File: src/hw/rtl/nqs_pkg.sv
package nqs_pkg;

    localparam int BOARD_W      = 5;
    localparam int COL_W        = 4;
    localparam int PLACE_W      = 64;
    localparam int MAX_SIZE_DEF = 16;

    localparam logic [BOARD_W-1:0] BOARD_RESET = 5'd8;

    // Per-cell control: sel marks the cell of the current row, step lets it commit.
    typedef struct packed {
        logic sel;
        logic step;
    } t_cell_ctl;

endpackage

File: src/hw/rtl/nqs_req_if.sv
interface nqs_req_if;
    logic valid;
    logic ready;
    logic restart;

    modport source (output valid, output restart, input ready);
    modport sink   (input valid, input restart, output ready);
endinterface

File: src/hw/rtl/nqs_res_if.sv
interface nqs_res_if;
    import nqs_pkg::*;

    logic               valid;
    logic               ready;
    logic [PLACE_W-1:0] placement;
    logic               found;

    modport source (output valid, output placement, output found, input ready);
    modport sink   (input valid, input placement, input found, output ready);
endinterface

File: src/hw/rtl/nqs_cell.sv
module nqs_cell #(
    parameter int MAX_SIZE = nqs_pkg::MAX_SIZE_DEF,
    parameter int ROW_W    = $clog2(MAX_SIZE + 1)
) (
    input  logic                       i_clk,
    input  nqs_pkg::t_cell_ctl         i_ctl,
    input  logic                       i_load,
    input  logic [MAX_SIZE-1:0]        i_col_mask,
    input  logic [MAX_SIZE-1:0]        i_ld_mask,
    input  logic [MAX_SIZE-1:0]        i_rd_mask,
    input  logic [MAX_SIZE-1:0]        i_valid_cols,
    output logic                       o_has,
    output logic                       o_fwd,
    output logic [MAX_SIZE-1:0]        o_col_mask,
    output logic [MAX_SIZE-1:0]        o_ld_mask,
    output logic [MAX_SIZE-1:0]        o_rd_mask,
    output logic [nqs_pkg::COL_W-1:0]  o_col
);
    import nqs_pkg::*;

    logic [MAX_SIZE-1:0] r_col_mask;
    logic [MAX_SIZE-1:0] r_ld_mask;
    logic [MAX_SIZE-1:0] r_rd_mask;
    logic [ROW_W-1:0]    r_start;
    logic [COL_W-1:0]    r_col;

    logic [MAX_SIZE-1:0] ge_start;
    logic [MAX_SIZE-1:0] avail;
    logic [MAX_SIZE-1:0] pick_oh;
    logic [COL_W-1:0]    pick;

    // Candidates: free of all three attack masks, on the board, at or past the resume point.
    always_comb begin
        for (int j = 0; j < MAX_SIZE; j++) begin
            ge_start[j] = (ROW_W'(j) >= r_start);
        end
        avail   = ~(r_col_mask | r_ld_mask | r_rd_mask) & i_valid_cols & ge_start;
        pick_oh = avail & (~avail + MAX_SIZE'(1));
        pick    = '0;
        for (int j = 0; j < MAX_SIZE; j++) begin
            if (pick_oh[j]) begin
                pick = COL_W'(j);
            end
        end
    end

    assign o_has      = |avail;
    assign o_fwd      = i_ctl.sel && i_ctl.step && o_has;
    // Attack masks seen by the next row down.
    assign o_col_mask = r_col_mask | pick_oh;
    assign o_ld_mask  = (r_ld_mask | pick_oh) << 1;
    assign o_rd_mask  = (r_rd_mask | pick_oh) >> 1;
    assign o_col      = r_col;

    always_ff @(posedge i_clk) begin
        if (i_load) begin
            r_col_mask <= i_col_mask;
            r_ld_mask  <= i_ld_mask;
            r_rd_mask  <= i_rd_mask;
            r_start    <= '0;
        end else if (o_fwd) begin
            r_col   <= pick;
            r_start <= ROW_W'({1'b0, pick}) + ROW_W'(1);
        end
    end

endmodule

File: src/hw/rtl/n_queens_solution_enumerator_unit.sv
// Search: once a request is taken the unit walks the tree node by node, each node a place or
//   backtrack step; an exhausted search answers without a step. The result is registered
//   once the result register is free, and the search holds until then.
// Throughput: one request at a time; the next request can be taken as soon as the result
//   appears, and the single active row cell sets the pace at one step per cycle.
// Reset: board size returns to 8, the search returns to the empty board, no result pending.
module n_queens_solution_enumerator_unit #(
    parameter int MAX_SIZE = nqs_pkg::MAX_SIZE_DEF
) (
    input  logic                         i_clk,
    input  logic                         i_rst_n,
    nqs_req_if.sink                      i_req,
    nqs_res_if.source                    o_res,
    input  logic                         i_cfg_we,
    input  logic [nqs_pkg::BOARD_W-1:0]  i_cfg_wdata
);
    import nqs_pkg::*;

    localparam int ROW_W = $clog2(MAX_SIZE + 1);

    typedef enum logic {
        ST_IDLE,
        ST_SEARCH
    } t_state;

    t_state               r_state;
    logic [BOARD_W-1:0]   r_board;
    logic [ROW_W-1:0]     r_row;      // depth of the row stack
    logic                 r_started;
    logic                 r_exh;
    logic                 r_out_valid;
    logic [PLACE_W-1:0]   r_placement;
    logic                 r_found;

    logic [ROW_W-1:0]     n_size;
    logic [MAX_SIZE-1:0]  valid_cols;
    t_cell_ctl            cell_ctl [MAX_SIZE];
    logic                 cell_load [MAX_SIZE];
    logic                 cell_has [MAX_SIZE];
    logic                 cell_fwd [MAX_SIZE];
    logic [MAX_SIZE-1:0]  chain_col [MAX_SIZE];
    logic [MAX_SIZE-1:0]  chain_ld [MAX_SIZE];
    logic [MAX_SIZE-1:0]  chain_rd [MAX_SIZE];
    logic [COL_W-1:0]     cell_col [MAX_SIZE];

    logic                 accept;
    logic                 fresh;
    logic                 searching;
    logic                 at_goal;
    logic                 sel_has;
    logic                 done;
    logic                 out_free;
    logic [PLACE_W-1:0]   packed_cols;

    // Clamp the board to the number of cells built.
    assign n_size = (r_board > BOARD_W'(MAX_SIZE)) ? ROW_W'(MAX_SIZE) : ROW_W'(r_board);

    assign accept    = i_req.valid && i_req.ready;
    // A board size write in the same cycle restarts the search as well.
    assign fresh     = i_req.restart || !r_started || i_cfg_we;
    assign searching = (r_state == ST_SEARCH);
    assign at_goal   = (r_row == n_size);
    assign out_free  = !r_out_valid || o_res.ready;

    always_comb begin
        for (int j = 0; j < MAX_SIZE; j++) begin
            valid_cols[j] = (ROW_W'(j) < n_size);
        end
    end

    // Each cell owns one row: stored column, resume point and incoming attack masks.
    // Placing a queen hands the updated masks to the next cell in the same cycle.
    for (genvar g = 0; g < MAX_SIZE; g++) begin : g_cell
        assign cell_ctl[g].sel  = (r_row == ROW_W'(g));
        assign cell_ctl[g].step = searching && !r_exh && !at_goal;

        if (g == 0) begin : g_head
            assign cell_load[g] = accept && fresh;
            nqs_cell #(.MAX_SIZE(MAX_SIZE), .ROW_W(ROW_W)) u_cell (
                .i_clk        (i_clk),
                .i_ctl        (cell_ctl[g]),
                .i_load       (cell_load[g]),
                .i_col_mask   ('0),
                .i_ld_mask    ('0),
                .i_rd_mask    ('0),
                .i_valid_cols (valid_cols),
                .o_has        (cell_has[g]),
                .o_fwd        (cell_fwd[g]),
                .o_col_mask   (chain_col[g]),
                .o_ld_mask    (chain_ld[g]),
                .o_rd_mask    (chain_rd[g]),
                .o_col        (cell_col[g])
            );
        end else begin : g_body
            assign cell_load[g] = cell_fwd[g-1];
            nqs_cell #(.MAX_SIZE(MAX_SIZE), .ROW_W(ROW_W)) u_cell (
                .i_clk        (i_clk),
                .i_ctl        (cell_ctl[g]),
                .i_load       (cell_load[g]),
                .i_col_mask   (chain_col[g-1]),
                .i_ld_mask    (chain_ld[g-1]),
                .i_rd_mask    (chain_rd[g-1]),
                .i_valid_cols (valid_cols),
                .o_has        (cell_has[g]),
                .o_fwd        (cell_fwd[g]),
                .o_col_mask   (chain_col[g]),
                .o_ld_mask    (chain_ld[g]),
                .o_rd_mask    (chain_rd[g]),
                .o_col        (cell_col[g])
            );
        end
    end

    // Gather the active cell's verdict and pack the board; rows off the board read as zero.
    always_comb begin
        sel_has     = 1'b0;
        packed_cols = '0;
        for (int i = 0; i < MAX_SIZE; i++) begin
            sel_has = sel_has | (cell_has[i] & cell_ctl[i].sel);
            if (ROW_W'(i) < n_size) begin
                packed_cols[COL_W*i +: COL_W] = cell_col[i];
            end
        end
    end

    // Finish on a full board, on a dead end at row zero, or at once when exhausted.
    assign done = searching && (r_exh || at_goal || (!sel_has && (r_row == '0)));

    always_ff @(posedge i_clk) begin
        if (!i_rst_n) begin
            r_state     <= ST_IDLE;
            r_board     <= BOARD_RESET;
            r_row       <= '0;
            r_started   <= 1'b0;
            r_exh       <= 1'b0;
            r_out_valid <= 1'b0;
        end else begin
            // drop the result once taken, unless a new one replaces it this cycle
            if (r_out_valid && o_res.ready && !done) begin
                r_out_valid <= 1'b0;
            end
            unique case (r_state)
                ST_IDLE: begin
                    if (i_cfg_we) begin
                        r_board <= i_cfg_wdata;
                    end
                    if (accept) begin
                        r_state <= ST_SEARCH;
                        if (fresh) begin
                            r_started <= 1'b1;
                            r_exh     <= 1'b0;
                            r_row     <= '0;
                        end else if (!r_exh) begin
                            // resume from the last row of the previous solution
                            if (r_row == '0) begin
                                r_exh <= 1'b1;
                            end else begin
                                r_row <= r_row - ROW_W'(1);
                            end
                        end
                    end else if (i_cfg_we) begin
                        // a new board size drops the old search
                        r_started <= 1'b0;
                        r_exh     <= 1'b0;
                    end
                end
                ST_SEARCH: begin
                    if (done) begin
                        // hold the search until the result register frees up
                        if (out_free) begin
                            r_out_valid <= 1'b1;
                            r_found     <= at_goal && !r_exh;
                            r_placement <= (at_goal && !r_exh) ? packed_cols : '0;
                            if (!r_exh && !at_goal) begin
                                r_exh <= 1'b1;
                                r_row <= '0;
                            end
                            r_state <= ST_IDLE;
                        end
                    end else if (sel_has) begin
                        r_row <= r_row + ROW_W'(1);
                    end else begin
                        r_row <= r_row - ROW_W'(1);
                    end
                end
            endcase
        end
    end

    assign i_req.ready     = (r_state == ST_IDLE);
    assign o_res.valid     = r_out_valid;
    assign o_res.placement = r_placement;
    assign o_res.found     = r_found;

endmodule

File: src/flat_wrapper.sv
// flat-port wrapper written by rule: the top's interface ports become plain ports
module n_queens_solution_enumerator_unit_flat import nqs_pkg::*;
#(
    parameter int MAX_SIZE = nqs_pkg::MAX_SIZE_DEF
)
  (i_clk, i_rst_n, i_cfg_we, i_cfg_wdata, i_req_valid, i_req_restart, i_req_ready, o_res_valid, o_res_placement, o_res_found, o_res_ready);
  nqs_req_if i_req_i ();
  nqs_res_if o_res_i ();
  input  logic i_clk;
  input  logic i_rst_n;
  input  logic i_cfg_we;
  input  logic [nqs_pkg::BOARD_W-1:0] i_cfg_wdata;
  input wire logic [$bits(i_req_i.valid)-1:0] i_req_valid;
  input wire logic [$bits(i_req_i.restart)-1:0] i_req_restart;
  output wire logic [$bits(i_req_i.ready)-1:0] i_req_ready;
  output wire logic [$bits(o_res_i.valid)-1:0] o_res_valid;
  output wire logic [$bits(o_res_i.placement)-1:0] o_res_placement;
  output wire logic [$bits(o_res_i.found)-1:0] o_res_found;
  input wire logic [$bits(o_res_i.ready)-1:0] o_res_ready;
  assign i_req_i.valid = i_req_valid;
  assign i_req_i.restart = i_req_restart;
  assign i_req_ready = i_req_i.ready;
  assign o_res_valid = o_res_i.valid;
  assign o_res_placement = o_res_i.placement;
  assign o_res_found = o_res_i.found;
  assign o_res_i.ready = o_res_ready;
  n_queens_solution_enumerator_unit #(.MAX_SIZE(MAX_SIZE)) u_core (.i_clk(i_clk), .i_rst_n(i_rst_n), .i_req(i_req_i), .o_res(o_res_i), .i_cfg_we(i_cfg_we), .i_cfg_wdata(i_cfg_wdata));
endmodule
File: config.mk
export PLATFORM = sky130hd
export DESIGN_NAME = n_queens_solution_enumerator_unit_flat
export DESIGN_NICKNAME = d
export VERILOG_FILES = /design/src/hw/rtl/nqs_pkg.sv /design/src/hw/rtl/nqs_req_if.sv /design/src/hw/rtl/nqs_res_if.sv /design/src/hw/rtl/nqs_cell.sv /design/src/hw/rtl/n_queens_solution_enumerator_unit.sv /design/src/flat_wrapper.sv
export SDC_FILE = /design/constraint.sdc
export NUM_CORES = 2
export LEC_CHECK = 0
export BUFFER_PORTS_ARGS = -buffer_cell sky130_fd_sc_hd__buf_2
export CORE_MARGIN = 2
export CORE_UTILIZATION = 45
export DETAILED_ROUTE_END_ITERATION = 16
export HOLD_SLACK_MARGIN = 0.02
export MAX_ROUTING_LAYER = met4
export SYNTH_ARGS = -nofsm -noshare
export SYNTH_HDL_FRONTEND = slang
export SYNTH_SLANG_ARGS = --single-unit
File: constraint.sdc
create_clock -name i_clk -period 14.65 [get_ports i_clk]
set_input_delay 2.1975 -clock i_clk [delete_from_list [all_inputs] [get_ports i_clk]]
set_output_delay 2.1975 -clock i_clk [all_outputs]
set_load 0.05 [all_outputs]
==> impl_results.md <==
- Critical path buffers and inverters: 3
- Avg Inst Size Synth: between 10 and 15 um2
- Delay-heaviest family, CP: simple AND/OR/NAND/NOR gates
- Max incr delay on CP: ~1100 ps
- Antenna Nets Post-Route: 0
- Area fraction of the dominant cell type after synthesis: a little under three fifths
- Multi-input gate area: between 0.015 and 0.02 mm2
- WS Path Type: reg -> reg
- DRC violation total after the first TritonRoute iteration: ~3,700
- First-pass GRT wire length: 193,000 um
- Vias in the first global route: ~28,000
- Fmax: roughly 160 MHz
- Fin. max-slew vios: 0
- Initial Util: 45.3%
- Yosys cell types: 94
- Nets@finish: between 3,000 and 4,000
- Largest cells by area after synthesis: edfxtp_1 57%, or2_2 5.2%, nand2b_1 5.2%, dfxtp_1 4.5%, nor2_1 2.6%
- Yosys warns: 0
- Fin util: around half
- Std cell rows: ~110
- Clock Skew: 32.7 ps
- Critical-path maximum fanout: 56
- Final wirelength: about 130,000 um
- CP cell instances: buf_4 -> or4_2 -> buf_4 -> o211ai_2 -> nand4_1 -> nor4_2 -> nand2_1 -> o211ai_1 -> nand4_1 -> or3_4 -> o21ai_1 -> nand2_1 -> nor3_2 -> buf_4
- Die Footprint: around 0.095 mm2
- Cell count after synthesis: 3,637
- Cell Area, Synth: just over 0.04 mm2
- Clock Sinks: 883
- Most common cell in the netlist: edfxtp_1
- Final hold viol count: 0
- Post-Syn Nets: about 3,700
- Antenna violations before repair: 6
- PnR Total Power: between 0.006 and 0.007 W
- Min-delay worst type: reg -> reg
- Final Setup Violations: 0
- Clk_lat worst skew: 680 ps
- Final min period: 6400 ps
- Critical path's slowest cell: or4_2
- Period Utilization, post-route: 43.7%
- PostCTS Resize Cnt: 0
- P_leak: between 15 and 20 nW
- Clk root buf: clkbuf_16
- TritonCTS clock tree: built
- HPWL Detailed: between 90,000 and 100,000 um
- Seq/Total Area, Yosys: between 60% and 70%
- Worst VDD drop: 116 uV
- Layout cell share with drive strength beyond 1: 18.1%
- Postcts setup bufs: 0
- CORE AREA: about 0.09 mm2
- Crit path top cell by count: buf_4
- DIE WIDTH: about 310 um
- H-Tree Level Count: 3
- Vias per cell: 6.02
- Gpl congestion: approximately 0.96
- Post-synth top area cell: edfxtp_1
- Post-synthesis async set-or-reset flop share: 0%
- Post-synthesis adder-cell area fraction: less than 1%
- RSZ-0062 raised after global routing: no
- # Max-Cap Violations: 0
- GRT Resource Usage Total: ~29%
- Status: finished, final reports clean
- Total gr overflow: 0
- Post-Synth XOR/XNOR Area: less than 1%
- Clock transition at path regs: 60 ps
- Clock Tree Buf Depth: 3
- IO buf count: just under 80
- First-pass DRT Iterations: 6
- Io pins: 78
- WP data arrival: 6690 ps
- Mux cell area share after synthesis: 1.01%
- Largest net degree at the start of global routing: roughly 60
- Main synth FF type: edfxtp_1
- Worst slew margin: 5.56%
- Avg WL per Cell: between 20 and 30 um
- Critical path required time: between 10,000 and 15,000 ps
- Tightest Pin Transition: 1400 ps
- Largest family of logic cells by synthesized area: simple AND/OR/NAND/NOR gates
- Worst setup SP type: register
- Post-synth EDFFs: around 790
- Number of remaining DRC errors: 0
- Via Count: 29,959
- #FFs+latches synth: around 880
- Seq. cell area: ~0.026 mm2
- Critical Path Sink Type: register
- CTS Buf Count: 93
- Top cells by count, synth: 789 x edfxtp_1, 345 x or2_2, 342 x nand2b_1
- Area grow syn2layout: 11.9%
- Simple-gate share of the synthesized area: approximately 28%
- Hold_buf cts: 0
- # fillers: approximately 8,100
- Die height: 308 um
- Post-synthesis compound-gate area fraction: 6.23%
- Pwr Density: approximately 140 mW/mm2
- TNS Setup: 0 ps
-- power by group --
group          switching (W)  total [W]  internal (W)
registers           0.000142    0.00298       0.00284
logic               0.000649   0.000918      0.000269
clock network       0.000998    0.00246       0.00146
-- layer usage --
metal,vias to the layer above,wire length (um),share of wire [%],global-route usage (%)
met3,266,8830,6.6,4.19
met5,-,0,0,-
met2,1249,62900,47,45.5
met4,0,4620,3.5,9.26
met1,14768,57700,43,38.6
li1,13676,-,-,-
-- kinds of logic after synthesis --
family | Yosys count
xor gates and xnor gates | 21
and+or+nand+nor | 2064
DFF | 883
muxes | 41
adders and majority gates | 22
AOI/OAI and AO/OA | 387
buffers and inverters | 219
-- area by class of cell --
type                    count  area share [%]
inverters                  68           0.550
multi-input cells        2535            32.6
flip-flops and latches    883            55.1
repair buffers            129            1.67
clock buffers             121            5.42
clock inverters            50            1.38
diodes                      5          0.0270
well taps                1186            3.20
-- final timing paths --
kind         slack [ps]                         end                               startpoint  depth (start not counted)
min                 520  u_core.o_res.placement[11]  u_core.g_cell[2].g_body.u_cell.o_col[3]                          1
min reg2reg         520  u_core.o_res.placement[11]  u_core.g_cell[2].g_body.u_cell.o_col[3]                          1
max                8250  u_core.o_res.placement[36]                        u_core.r_board[4]                         14
max reg2reg        8250  u_core.o_res.placement[36]                        u_core.r_board[4]                         14
-- placed cells by master, fill, tap and decap left out, types with 15 or more instances in the layout --
cell type	synthesis	layout
buf_2	9	77
a21oi_1	80	80
or2_2	345	345
buf_4	0	52
clkinv_2	0	15
a31oi_1	22	22
nor3_1	188	187
nand2b_1	342	342
nand4_1	90	90
or4_1	33	32
o211ai_1	37	37
and2_1	38	37
nor4_1	132	132
edfxtp_1	789	789
inv_1	66	66
dfxtp_1	94	92
mux2i_1	37	37
ha_1	22	22
a211oi_1	18	18
nor3b_1	17	17
nand3_1	159	159
nor2b_1	34	34
nand2_1	193	192
or3_1	30	30
o21ai_0	91	91
clkbuf_16	0	94
nor2_1	282	271
clkbuf_1	136	21
and3_1	98	95
-- stage by stage --
step	instance area, um2	worst slack (ps)	cells	hold WS (ps)
2_1_floorplan	41500	6310	3637	493
3_3_place_gp	43200	8420	4801	508
3_5_place_dp	43200	8310	4801	505
4_1_cts	46400	8270	4972	522
5_1_grt	46400	7950	4974	546
6_report	46400	8250	4977	518
-- registers in the layout (all words and copies together) (netlist names) --
signal / flops
u_core.g_cell.g_body.u_cell.o_col: 60
u_core.g_cell.g_body.u_cell.r_col_mask: 240
u_core.g_cell.g_body.u_cell.r_ld_mask: 210
u_core.g_cell.g_body.u_cell.r_rd_mask: 210
u_core.g_cell.g_body.u_cell.r_start: 75
u_core.g_cell.g_head.u_cell.o_col: 4
u_core.g_cell.g_head.u_cell.r_start: 5
u_core.o_res.found: 1
u_core.o_res.placement: 64
u_core.o_res.valid: 1
u_core.r_board: 5
u_core.r_exh: 1
u_core.r_row: 5
u_core.r_started: 1
u_core.r_state: 1
Note: power is estimated with default switching activity, not from simulation.
